## config.mk

```make
export PLATFORM = sky130hd
export DESIGN_NAME = hdff_slot
export DESIGN_NICKNAME = d
export VERILOG_FILES = /design/src/rtl/hdff_pkg.sv /design/src/rtl/hdff_slot.sv
export SDC_FILE = /design/constraint.sdc
export NUM_CORES = 1
export LEC_CHECK = 0
export ABC_AREA = 1
export BUFFER_PORTS_ARGS = -buffer_cell sky130_fd_sc_hd__buf_2
export CAP_MARGIN = 20
export CORE_MARGIN = 4
export CORE_UTILIZATION = 35
export DETAILED_ROUTE_END_ITERATION = 7
export PLACE_DENSITY = 0.64
export SYNTH_ARGS = -nofsm -noshare
export SYNTH_HDL_FRONTEND = slang
export SYNTH_SLANG_ARGS = --single-unit
```

## constraint.sdc

```tcl
create_clock -name clk_i -period 0.8 [get_ports clk_i]
set_input_delay 0.12 -clock clk_i [delete_from_list [all_inputs] [get_ports clk_i]]
set_output_delay 0.12 -clock clk_i [all_outputs]
set_load 0.005 [all_outputs]
```

## src/rtl/hdff_pkg.sv

```systemverilog
// Shared constants and types for the hashed duplicate flag filter.
package hdff_pkg;

  localparam int unsigned HashW        = 32;
  localparam int unsigned SlotIdxW     = 8;
  localparam int unsigned TableSlotsDef = 256;

  localparam logic [HashW-1:0] FnvBasis = 32'h811C_9DC5;
  localparam logic [HashW-1:0] FnvPrime = 32'h0100_0193;
  localparam logic [HashW-1:0] MixConst = 32'h9E37_79B9;

  typedef struct packed {
    logic [7:0] data_byte;
    logic       is_key;
    logic       last_of_string;
    logic       string_empty;
  } hdff_item_t;

  typedef struct packed {
    logic             valid;
    logic [HashW-1:0] hash;
  } hdff_key_t;

endpackage

```

## src/rtl/hdff_slot.sv

```systemverilog
// Pipelined reduction of the combined hash modulo the table size.
module hdff_slot import hdff_pkg::*; #(
  parameter int unsigned TableSlots = TableSlotsDef
) (
  input  logic                          clk_i,
  input  logic                          rst_ni,
  input  hdff_key_t                     key_i,
  output hdff_key_t                     key_o,
  output logic [$clog2(TableSlots)-1:0] slot_o
);

  localparam int unsigned SlotW = $clog2(TableSlots);
  localparam int unsigned XW    = 29;
  localparam int unsigned MW    = XW + 2;
  localparam int unsigned Fold  = 65536 % TableSlots;
  localparam int unsigned Shift = XW + SlotW;
  localparam longint unsigned Recip =
    ((64'd1 << Shift) + longint'(TableSlots) - 64'd1) / longint'(TableSlots);

  hdff_key_t        a_q, b_q, c_q;
  logic [XW-1:0]    hi_ext, lo_ext, xa;
  logic [XW-1:0]    xb_q, xc_q;
  logic [XW+MW-1:0] prod_b;
  logic [XW-1:0]    qc_q;
  logic [XW-1:0]    qn;
  logic [XW-1:0]    rem;

  always_ff @(posedge clk_i or negedge rst_ni) begin
    if (!rst_ni) begin
      a_q <= '0;
      b_q <= '0;
      c_q <= '0;
    end else begin
      a_q <= key_i;
      b_q <= a_q;
      c_q <= b_q;
    end
  end

  always_ff @(posedge clk_i) begin
    xb_q <= xa;
    xc_q <= xb_q;
    qc_q <= XW'(prod_b >> Shift);
  end

  assign hi_ext = XW'(a_q.hash[31:16]);
  assign lo_ext = XW'(a_q.hash[15:0]);
  assign xa     = hi_ext * XW'(Fold) + lo_ext;
  assign prod_b = xb_q * MW'(Recip);
  assign qn     = qc_q * XW'(TableSlots);
  assign rem    = xc_q - qn;

  assign key_o  = c_q;
  assign slot_o = SlotW'(rem);

endmodule

```

==> summary.md <==
| Metric | Value |
|---|---|
| Status | `finished with violations` |
| Failing checks | `negative setup slack` |
| Detail Route Antenna Nets | `0` |
| WP data required | `0.68 ns` |
| WHS | `0.1526 ns` |
| Final Cycle Share | `139.5%` |
| Clk buf depth | `2` |
| Area contributors post-synth | `dfrtp_1 (89%), dfxtp_1 (11%)` |
| CP max-delay cell | `dfrtp_1` |
| DIE AREA | `0.009488 mm^2` |
| Warnings, synthesis | `0` |
| Die span in x | `97.41 um` |
| Power Density | `3338 mW/mm^2` |
| DR DRC count | `0` |
| Reg area | `0.002801 mm^2` |
| WP data arrival | `1.00 ns` |
| Slowest stage delay, CP | `0.38 ns` |
| Setup TNS | `-11.44 ns` |
| Mean area per synthesized cell | `24.33 um^2` |
| CTS H-Tree Depth | `4` |
| Leakage | `2.058 nW` |
| Relative slew slack | `80.97%` |
| Count of input and output buffers | `75` |
| Complex-gate fraction of the synthesized area | `0%` |
| Fraction of layout cells with a size suffix above 1 | `43.63%` |
| Tmin final | `1.116 ns` |
| Final Hold Viols | `0` |
| RSZ-0062 raised after global routing | `true` |
| Area of the core | `0.007767 mm^2` |
| Commonest non-fill, non-tap cell in the layout | `dfrtp_1` |
| Post-DP HPWL | `2711 um` |
| Final setup vio count | `41` |
| Total Wirelength | `4394 um` |
| Fill cell count | `605` |
| Final Util | `55.96%` |
| Die Ht | `97.41 um` |
| First-pass GRT wire length | `7755 um` |
| Post-CTS Setup Bufs | `0` |
| Startpoint Class | `flip-flop` |
| Initial Utilization | `36.02%` |
| Pin count of the biggest net entering global routing | `40` |
| WL/cell | `12.17 um` |
| Cell family with most CP delay | `flip-flops` |
| Crit Path Max Fanout | `1` |
| Simple-Gate Fraction of Synth Area | `0%` |
| Critical path capture point type | `output pin` |
| Clk pin slew, worst setup/hold paths | `0.06 ns` |
| Drt pass-1 iters | `3` |
| Design Area, Final | `0.004347 mm^2` |
| Total GRT Usage | `11.03%` |
| Syn Nets | `150` |
| Clock skew | `0.004303 ns` |
| Clk_lat worst skew | `0.49 ns` |
| Post-synthesis register bit count | `115` |
| TritonCTS clock tree | `built` |
| Cts bufs inserted | `17` |
| Worst VDD drop | `1844 uV` |
| Synthesized area | `0.002798 mm^2` |
| Adder-Cell Fraction of Synth Area | `0%` |
| CTS Root Cell | `clkbuf_8` |
| Min-delay worst type | `primary input to async pin` |
| Worst Path Buf+Inv | `1` |
| Area leader, netlist | `dfrtp_1` |
| Slew Limit Fails | `0` |
| Vias in the first global route | `1532` |
| Mux contribution to synthesized area | `0%` |
| Post-synth cell types | `2` |
| Synth top area share | `88.55%` |
| Post-synthesis xor/xnor area fraction | `0%` |
| Synthesis-to-finish area growth | `55.37%` |
| Worst path cell trace | `buf_2` |
| Worst slew pin tran | `0.2854 ns` |
| GP Congestion | `0.6644` |
| Clock sink total | `115` |
| Final net count | `281` |
| Fmax | `895.8 MHz` |
| Antenna violations before repair | `0` |
| Ant diodes | `0` |
| Most frequent cells in the layout | `dfrtp_1 (99), buf_2 (72), dlygate4sd3_1 (34), clkbuf_16 (16), dfxtp_1 (13)` |
| Multi-input gates | `0` |
| Vias/cell | `3.770` |
| WS Path Type | `flip-flop to output pin` |
| Ports | `76` |
| Via count | `1361` |
| Overflow after GRT | `0` |
| Post-Syn Instances | `115` |
| Post-synthesis sequential area ratio | `100.0%` |
| Area of the multi-input gates | `0 um^2` |
| Initial DRC Count | `28` |
| PnR worst setup slack | `-0.3163 ns` |
| Row count | `32` |
| Max_cap viols | `0` |
| Dpl cell area | `0.003351 mm^2` |
==> metal layers <==
layer / routed length (um) / global-route usage (%)
met5: 0 / 0
met4: 97 / 6.070
met3: 327 / 5.599
met2: 2334 / 17.34
met1: 1634 / 12.11
==> final timing paths <==
check	startpoint	end	slack (ns)	cells past startpoint
max in group asynchronous	rst_ni	b_q[26]	0.37	3
worst max-delay path	key_o[17]	key_o[17]	-0.32	1
worst max register to register	a_q[4]	b_q[4]	0.29	0
min in group clk_i	key_i[21]	a_q[21]	0.26	2
worst min register to register	xb_q[2]	xc_q[2]	0.33	0
worst min-delay path	rst_ni	b_q[25]	0.15	3
==> kinds of logic (layout without fill, tap and decap cells) <==
| group | Yosys count | after routing |
|---|---|---|
| DFF | 115 | 115 |
| buffers and inverters | 0 | 144 |
==> registers in the layout, summed over array words and instances (netlist names) <==
name   cells
key_o     33
xc_q       8
a_q       33
b_q       33
xb_q       8
==> what timing repair did <==
item | CTS | global route
gates resized for setup | 1 | 4
setup endpoints to repair | 41 | 41
hold buffers | 34 | 0
pin swaps | 0 | 0
hold endpoints to repair | 132 | 0
==> power breakdown <==
group | total, mW | internal, mW | switching (mW) | leakage (nW)
Combinational | 0.455 | 0.264 | 0.191 | 0.466
Sequential | 6.19 | 6.11 | 0.0797 | 1.29
Clock | 7.87 | 5.27 | 2.60 | 0.303
Total | 14.5 | 11.6 | 2.87 | 2.06
==> cell usage after synthesis (all sizes together) <==
master	n
dfrtp	99
dfxtp	16
==> metrics by stage <==
stage	std cells	power, mW	setup WS (ns)
global route	361	15.09	-0.3635
finish	361	14.51	-0.3163
floorplan	115	6.284	0.3307
CTS	361	14.70	-0.3559
global placement	295	6.606	0.1928
detailed placement	295	6.628	0.1845
==> layout make-up <==
cell class / instances / area share [%]
Tap cell: 102 / 2.936
Timing Repair Buffer: 112 / 17.90
Sequential cell: 115 / 64.45
Clock inverter: 13 / 4.548
Clock buffer: 19 / 10.16
(Power assumes the default switching activity.)
