## src/rtl/hdff_pkg.sv

```systemverilog
// Shared constants and types for the hashed duplicate flag filter.
package hdff_pkg;

  localparam int unsigned HashW        = 32;
  localparam int unsigned SlotIdxW     = 8;
  localparam int unsigned TableSlotsDef = 256;

  localparam logic [HashW-1:0] FnvBasis = 32'h811C_9DC5;
  localparam logic [HashW-1:0] FnvPrime = 32'h0100_0193;
  localparam logic [HashW-1:0] MixConst = 32'h9E37_79B9;

  typedef struct packed {
    logic [7:0] data_byte;
    logic       is_key;
    logic       last_of_string;
    logic       string_empty;
  } hdff_item_t;

  typedef struct packed {
    logic             valid;
    logic [HashW-1:0] hash;
  } hdff_key_t;

endpackage

```

## src/rtl/hdff_hash.sv

```systemverilog
// Per-byte FNV-1a hashing of category and key strings and the hash combine.
module hdff_hash import hdff_pkg::*; (
  input  logic       clk_i,
  input  logic       rst_ni,
  input  logic       valid_i,
  input  hdff_item_t item_i,
  output hdff_key_t  key_o
);

  logic             v1_q;
  hdff_item_t       item_q;
  logic [HashW-1:0] rh_q, rh_d;
  logic [HashW-1:0] cat_q, cat_d;
  logic [HashW-1:0] folded;
  logic [HashW-1:0] mixed;
  logic             v2_q;
  logic [HashW-1:0] done2_q;
  logic [HashW-1:0] cat2_q;

  always_ff @(posedge clk_i or negedge rst_ni) begin
    if (!rst_ni) begin
      v1_q  <= 1'b0;
      v2_q  <= 1'b0;
      rh_q  <= FnvBasis;
      cat_q <= '0;
    end else begin
      v1_q  <= valid_i;
      v2_q  <= v1_q && item_q.last_of_string && item_q.is_key;
      rh_q  <= rh_d;
      cat_q <= cat_d;
    end
  end

  always_ff @(posedge clk_i) begin
    item_q  <= item_i;
    done2_q <= folded;
    cat2_q  <= cat_q;
  end

  always_comb begin
    folded = item_q.string_empty ? rh_q
                                 : HashW'((rh_q ^ {24'b0, item_q.data_byte}) * FnvPrime);
    rh_d  = rh_q;
    cat_d = cat_q;
    if (v1_q) begin
      if (item_q.last_of_string) begin
        rh_d = FnvBasis;
        if (!item_q.is_key) begin
          cat_d = folded;
        end
      end else begin
        rh_d = folded;
      end
    end
  end

  assign mixed = done2_q + MixConst + (cat2_q << 6) + (cat2_q >> 2);

  assign key_o.valid = v2_q;
  assign key_o.hash  = cat2_q ^ mixed;

endmodule

```

## config.mk

```make
export PLATFORM = sky130hd
export DESIGN_NAME = hdff_hash
export DESIGN_NICKNAME = d
export VERILOG_FILES = /design/src/rtl/hdff_pkg.sv /design/src/rtl/hdff_hash.sv
export SDC_FILE = /design/constraint.sdc
export NUM_CORES = 1
export LEC_CHECK = 0
export ABC_CLOCK_PERIOD_IN_PS = 8700
export BUFFER_PORTS_ARGS = -buffer_cell sky130_fd_sc_hd__clkbuf_2
export CAP_MARGIN = 30
export CORE_AREA = 2 2 144 146
export CTS_CLUSTER_SIZE = 8
export DETAILED_ROUTE_END_ITERATION = 6
export DIE_AREA = 0 0 146 148
export HOLD_SLACK_MARGIN = 0.06
export PLACE_DENSITY = 0.87
export SETUP_SLACK_MARGIN = 0.4
export SLEW_MARGIN = 5
export SYNTH_ARGS = -nofsm -noshare
export SYNTH_HDL_FRONTEND = slang
export SYNTH_SLANG_ARGS = --single-unit
```

## constraint.sdc

```tcl
create_clock -name clk_i -period 8.7 [get_ports clk_i]
set_clock_uncertainty 0.2 [all_clocks]
set_input_delay 1.74 -clock clk_i [delete_from_list [all_inputs] [get_ports clk_i]]
set_output_delay 1.74 -clock clk_i [all_outputs]
set_load 0.03 [all_outputs]
```

==> results of run 1 <==
placed cells by master, fill, tap and decap left out, types with 18 or more instances in the layout:
| cell | n |
|---|---|
| sky130_fd_sc_hd__a21oi_1 | 64 |
| sky130_fd_sc_hd__nand2_1 | 71 |
| sky130_fd_sc_hd__xor2_1 | 43 |
| sky130_fd_sc_hd__inv_1 | 253 |
| sky130_fd_sc_hd__o21ai_0 | 57 |
| sky130_fd_sc_hd__xnor2_1 | 70 |
| sky130_fd_sc_hd__a21o_1 | 22 |
| sky130_fd_sc_hd__ha_1 | 251 |
| sky130_fd_sc_hd__fa_1 | 99 |
| sky130_fd_sc_hd__nor2_1 | 30 |
| sky130_fd_sc_hd__dfxtp_1 | 75 |
| sky130_fd_sc_hd__mux2_2 | 19 |
| sky130_fd_sc_hd__dfrtp_1 | 52 |
| sky130_fd_sc_hd__clkbuf_2 | 45 |
| sky130_fd_sc_hd__clkbuf_16 | 18 |
state kept, by name (all words and copies together), names as in the netlist:
signal / cells
rh_q: 32
done2_q: 32
v2_q: 1
v1_q: 1
cat2_q: 32
item_q: 11
cat_q: 32
cell type report:
type	instances	area share
clock buffers	18	0.0325
clock inverters	14	0.0138
multi-input cells	857	0.611
repair buffers	52	0.0207
flip-flops and latches	141	0.228
well taps	270	0.0243
inverters	254	0.0687
layer usage:
metal | up-vias | GRT usage | share of wire
met1 | 4399 | 0.347 | 0.43
met5 | - | 0 | 0
li1 | 4315 | - | -
met4 | 0 | 0.0976 | 0.034
met2 | 266 | 0.478 | 0.49
met3 | 72 | 0.0398 | 0.050
worst paths after layout:
kind	from	to	slack (ns)
hold reg to reg	cat_q[2]	cat2_q[2]	0.16
max in group asynchronous	rst_ni	cat_q[30]	6.42
hold / removal	cat_q[2]	cat2_q[2]	0.16
setup reg to reg	rh_q[6]	cat_q[28]	2.30
min in group asynchronous	rst_ni	cat_q[3]	1.29
setup / recovery	rh_q[6]	cat_q[28]	2.30
stage by stage:
step	hold WS, ns	utilization	setup WS (ns)
after global routing	0.175	0.692	2.08
after CTS	0.164	0.691	2.34
after floorplan	0.142	-	3.22
after global placement	0.148	0.659	2.62
final	0.163	0.692	2.30
after detailed placement	0.150	0.659	2.51
cells by family after synthesis:
logic type      Yosys count
xor+xnor                113
mux                      23
fa+ha+maj               350
buf+inv                 276
compound gates          227
flops                   141
simple gates            144
==> impl_summary.md, run 1 <==
Run status
The flow ran to the end, and the final reports show no timing, DRC or antenna violations.

Final layout
The register cell area after layout is 3170 µm². The antenna diode instance count is 0. The final net count is 1687.

The post-synthesis to final-layout area growth is 9.30%. The number of standard cells in the layout, taps in and fillers out is 1606. After filler insertion, the fill cell instance count of the layout stands at 1429. After routing the design area is 13900 µm². In the final layout, the multi-input gates occupy 8490 µm². The fraction of layout cells with a size suffix above 1 is 0.0943.

Logic synthesis
The cell type with the largest total area after synthesis is sky130_fd_sc_hd__ha_1. The most used flip-flop cell after synthesis is sky130_fd_sc_hd__dfxtp_1. Ranked by total cell area, the synthesized netlist is headed by sky130_fd_sc_hd__ha_1, sky130_fd_sc_hd__fa_1, sky130_fd_sc_hd__dfxtp_1. Synthesis produced 1274 cells. Synthesis produced a netlist with a net count of 1638. In the synthesized netlist, the cells that appear most often are sky130_fd_sc_hd__inv_1, sky130_fd_sc_hd__ha_1, sky130_fd_sc_hd__fa_1. The post-synthesis area per instance is 9.97 µm².

The count of synthesis-stage warnings from yosys is 0. Of the post-synthesis cell area, the dominant cell type holds 0.247. The simple-gate area share of the yosys netlist is 0.0513. The compound-cell area share of the yosys netlist is 0.116. Counting flops and latches in the post-synthesis netlist gives 141.

The cell with the most instances after synthesis is sky130_fd_sc_hd__inv_1. The post-synthesis mux area share is 0.0200. By area, the combinational part of the netlist is dominated by adder cells. The total standard cell area after synthesis is 12700 µm². The async set or reset register ratio after synthesis is 0.468. The count of unique library cells instantiated by Yosys is 55. Of the total synthesized cell area, the portion taken by full adders, half adders and majority gates is 0.403. The area share of xor/xnor cells in the synthesized design is 0.0780. The share of synthesized area occupied by flip-flops and latches is 0.250. The count of flip-flops with a built-in enable after synthesis is 0.

Drt
The count of unresolved DRC violations after routing is 0. The first TritonRoute pass finished after 5 iterations. The detailed router finished its first iteration with 615 violations. The final wirelength is 28000 µm. The via total after detailed routing is 9052.

The vias per cell is 5.64. The detailed-route wire length per cell is 17.5 µm. The count of antenna-violating nets left after detailed routing is 0.

Timing
The number of hold violations in the final report came to 0. The actual transition at the worst max-transition pin is 0.854 ns. Setup violations remaining at the end of the flow were counted as 0. The max-slew violation total from the final report came to 0. The summed negative setup slack over all endpoints is 0 ns.

In the finished design, the share of the clock period the worst path needs comes to 0.735. Headroom to the max-slew limit came out at 0.431. Setup repair after global routing left no endpoint under its margin. After layout, the minimum clock period comes to 6.40 ns. For this run, the top clock speed supported by timing is 156 MHz.

Worst setup path
The worst-path cell with the longest stage delay is sky130_fd_sc_hd__xor2_1. Data arrives at the worst endpoint at 6.50 ns. The maximum fanout along the worst path is 6. Traced cell by cell, the critical path runs through xor2_1, ha_1, ha_1, fa_1, ha_1, fa_1, ha_1, inv_1, fa_1, inv_1, ha_1, a21oi_1, o21ai_0, a31oi_1, nand2_1, nor4_1, nor2_1, xnor2_1, o21ai_0, mux2_2. For this run, the slowest stage of the critical path takes 0.68 ns. The kind of launch point of the worst setup path is a register. The worst setup path is captured at a register.

The number of buffer and inverter instances along the worst setup path is 2. The required time at the endpoint of the critical path is 8.80 ns. For the worst flop-to-flop path, the logic depth is 20. In this design, the critical path's most frequently occurring cell is sky130_fd_sc_hd__ha_1.

The number of cells on the critical path is 20. The cell family contributing the most delay on the critical path is adder cells. The startpoint-to-endpoint class of the critical path is reg2reg.

Worst hold path
The worst hold path was traced through 0 stages. The worst min-delay path category is reg2reg.

Floorplan
The die outline area is 21600 µm². During I/O placement, the number of pins put on the boundary was 47. The die is 148 µm tall. For this configuration, the core starts out at a cell density of 0.634. The area of the core is 20000 µm². The horizontal die dimension is 146 µm. The cell row count is 52.

CTS
The total clock buffers created by CTS is 17. The deepest level of the CTS H-tree is 4. The CTS sink count is 141. CTS placed an instance of sky130_fd_sc_hd__clkbuf_16 at the clock tree root. The buffer depth of the longest clock path is 2.

The count of hold-fix buffers inserted at cts is 0. Once the clock tree was built, the setup fixing pass inserted 0 buffers. Once the clock tree was built, the resizer swapped 0 gates to a different size.

For the worst-skew pair, the clock arrives at the later sink with an insertion delay of 0.42 ns. The CTS tree is built. The clock slew seen by the registers of the worst setup and hold paths is 0.07 ns.

Place
The number of cells after detailed placement is 1573. The total cell area at the placement stage is 13200 µm². The number of buffers added on ports is 46.

After legalization and detailed placement, the total HPWL measured 22500 µm. The placer's final routability congestion estimate is 0.939.

Global route
The via count of the first global-routing pass is 9526. Entering global routing, the biggest net connects 67 pins. The overall overflow remaining after global route is 0. In the global route stage, overall resource usage came out at 0.273. The number of antenna violations at the first check in global routing was 0. The first global-routing pass estimated 46900 µm of wire.

Run
The number of max-cap violations is 0.
Power of run 1 is left out: the tool's default activity adds up to more than one toggle a clock period on the data nets, which glitch-free logic cannot reach.
==> inputs of run 2 (changes only) <==
- ABC_AREA: default -> 1
- ABC_CLOCK_PERIOD_IN_PS: 8700 -> 5800
- CORE_AREA: 2 2 144 146 -> 2 2 158 160
- DIE_AREA: 0 0 146 148 -> 0 0 160 162
- PLACE_DENSITY: 0.87 -> 0.83
- clock period: 8.7 -> 5.8 ns (I/O delays scaled with it)
==> impl_summary.md, run 2 <==
Run status
The run finished with clean final reports.

Timing
The post-route minimum period is 5.29 ns (-1.11 ns). The slack of the critical path is 0.511 ns (-1.79 ns). The final hold slack is 0.163 ns (-0.000221 ns). The count of final setup violators was 0 (unchanged). The actual transition at the worst max-transition pin is 0.848 ns (-0.00548 ns). The post-route clock period utilization is 0.912 (+0.177). The normalized max-slew margin is 0.434 (+0.00366). The number of hold violations in the final report came to 0 (unchanged). The max-slew violation total from the final report is 0 (unchanged). Setup repair after global routing could not meet its margin everywhere. The maximum clock rate came to 189 MHz (+21%).

Logic synthesis
The number of flip-flops and latches in the synthesized netlist is 141 (unchanged). The async set or reset register ratio after synthesis is 0.468 (unchanged). The count of flip-flops with a built-in enable after synthesis is 0 (unchanged). The cell with the most instances after synthesis is sky130_fd_sc_hd__inv_1. The synthesized netlist net count came to 2042 (+25%). The total standard cell area after synthesis was 13800 µm² (+8.8%). The share of synthesized area occupied by flip-flops and latches came to 0.230 (-0.0202). Ranked by instance count, the synthesized netlist is headed by sky130_fd_sc_hd__inv_1, sky130_fd_sc_hd__nand2_1, sky130_fd_sc_hd__ha_1. The count of mapped cells out of synthesis came to 1678 (+32%). The post-synthesis area per instance is 8.23 µm² (-17%). The count of synthesis-stage warnings from yosys is 0 (unchanged). The area share of the largest cell type after synthesis was 0.227 (-0.0200). The cell type with the largest total area after synthesis is sky130_fd_sc_hd__ha_1.

The count of unique library cells instantiated by Yosys is 49 (-11%). Sorting the synthesized cells by area gives the leading types as sky130_fd_sc_hd__ha_1, sky130_fd_sc_hd__fa_1, sky130_fd_sc_hd__dfxtp_1. For this run, the leading register cell type out of synthesis is sky130_fd_sc_hd__dfxtp_1.

Drt
The count of unresolved DRC violations after routing is 0 (unchanged). The vias per cell is 5.37 (-4.8%). The first-iteration detailed-routing DRC count is 693 (+13%). The count of antenna-violating nets left after detailed routing is 0 (unchanged).

The final wirelength is 36300 µm (+29%). The number of search-and-repair iterations in the first detailed-routing pass is 5 (unchanged). The detailed-route wire length per cell is 17.3 µm (-0.92%). The via total after detailed routing is 11.3k (+24%).

Worst setup path
The number of cell instances on the worst register-to-register path is 20 (unchanged). The number of buffer and inverter instances along the worst setup path is 4 (+2). The arrival time at the worst endpoint was 5.40 ns (-1.10 ns). Traced cell by cell, the critical path runs through ha_1, ha_1, fa_1, ha_1, inv_1, fa_1, inv_1, fa_1, inv_1, fa_1, inv_1, ha_4, nand2_2, nor3_4, nand2_2, nor4_2, nand2_1, nand3_1, nand3_1, and2_1.

The number of cells on the critical path came to 20 (unchanged). The kind of launch point of the worst setup path is a register. The slowest stage of the critical path is the sky130_fd_sc_hd__dfstp_2 cell.

The family of cells with the greatest summed delay on the critical path is adder cells. The maximum fanout along the worst path is 5 (-1). The worst setup path is captured at a register. The required time at the endpoint of the critical path was 5.91 ns (-2.89 ns). The critical path in this run is classified as reg2reg. The delay of the slowest cell on the worst path is 0.61 ns (-0.07 ns).

Place
The placer's final routability congestion estimate is 0.983 (+4.8%). The number of buffers added on ports is 46 (unchanged). The post-placement setup slack was -0.0792 ns (-2.59 ns). The placed wire-length estimate after detailed placement is 29200 µm (+30%). The total cell area at the placement stage was 14500 µm² (+9.7%).

Global route
The number of antenna violations at the first check in global routing is 0 (unchanged). The global-route wire length before repair is 58900 µm (+26%). The largest net degree at the start of global routing came to 67 (unchanged). The total global routing track utilization was 0.289 (+0.0163). The via count of the first global-routing pass is 11.6k (+22%). The overall overflow remaining after global route is 0 (unchanged).

CTS
In this run the clock root is driven by a sky130_fd_sc_hd__clkbuf_16. The clock insertion delay at the later pin of the skew report is 0.42 ns (about the same). The deepest level of the CTS H-tree came to 4 (unchanged). The count of hold-fix buffers inserted at cts came to 0 (unchanged). The total clock buffers created by CTS came to 17 (unchanged). The clock slew seen by the registers of the worst setup and hold paths is 0.07 ns (about the same). The buffer depth of the longest clock path is 2 (unchanged). The CTS sink count came to 141 (unchanged). The CTS tree is built.

Final layout
The final net count is 2124 (+26%). In the layout the commonest cells are sky130_fd_sc_hd__inv_1, sky130_fd_sc_hd__nand2_1, sky130_fd_sc_hd__ha_1. The fill cell total of the finished layout is 1986 (+39%).

The antenna diode instance count came to 0 (unchanged). The fraction of layout cells with a size suffix above 1 came to 0.135 (+0.0405). The most common cell after layout, fill and taps aside is sky130_fd_sc_hd__inv_1.

The post-synthesis to final-layout area growth is 13.6%. The cell area after layout was 15700 µm² (+13%).

Floorplan
The starting utilization of the core area is 0.573 (-0.0605). The vertical extent of the die is 162 µm (+9.5%). The horizontal die dimension is 160 µm (+9.6%). The cell row count is 57 (+9.6%).

The area of the core is 24100 µm² (+20%). The die outline area is 25900 µm² (+20%). The number of ports placed on the die boundary is 47 (unchanged).

Run
The number of max-cap violations is 0 (unchanged).

Worst hold path
The tightest min-delay check is of the reg2reg type. The number of instances on the worst hold path is 0 (unchanged).
## run 2: kinds of logic (layout without fill, tap and decap cells)
| group | Yosys count | in the layout | synth area share |
|---|---|---|---|
| xor+xnor | 80 | 80 | 0.0507 |
| buf+inv | 377 | 472 | 0.104 |
| simple gates | 559 | 559 | 0.172 |
| compound gates | 171 | 171 | 0.0738 |
| fa+ha+maj | 350 | 350 | 0.371 |
| flops | 141 | 141 | 0.230 |
## run 2: layer usage
layer  track usage  vias up  part of all wire
li1              -     5476                 -
met1         0.366     5418              0.44
met2         0.516      295              0.49
met3        0.0319       69             0.043
met4         0.104        0             0.031
met5             0        -                 0
## run 2: final cells by class
cell class,count,area [µm²],area share
clock buffers,17,425,0.0271
clock inverters,15,194,0.0124
inverters,356,1340,0.0851
multi-input cells,1160,9640,0.614
flip-flops and latches,141,3180,0.202
well taps,324,405,0.0258
repair buffers,84,519,0.0331
## run 2: metrics by stage
stage               std cells  utilization  setup TNS, ns
floorplan                1678            -              0
global placement         2045        0.601         -0.125
detailed placement       2045        0.601         -0.132
CTS                      2084        0.632              0
global route             2097        0.651              0
finish                   2097        0.651              0
## run 2: repair_timing
item                       4_1_cts  5_1_grt
setup endpoints to repair       62       56
gates resized for setup         17       87
pin swaps                        2        8
buffers inserted                 7       13
## run 2: final timing paths
kind | from | end | slack, ns
max in group asynchronous | rst_ni | rh_q[22] | 4.04
hold / removal | cat_q[23] | cat2_q[23] | 0.16
min in group asynchronous | rst_ni | rh_q[5] | 0.71
setup / recovery | rh_q[19] | done2_q[30] | 0.51
setup reg to reg | rh_q[19] | done2_q[30] | 0.51
hold reg to reg | cat_q[23] | cat2_q[23] | 0.16
Power of run 2 is left out for the same reason.
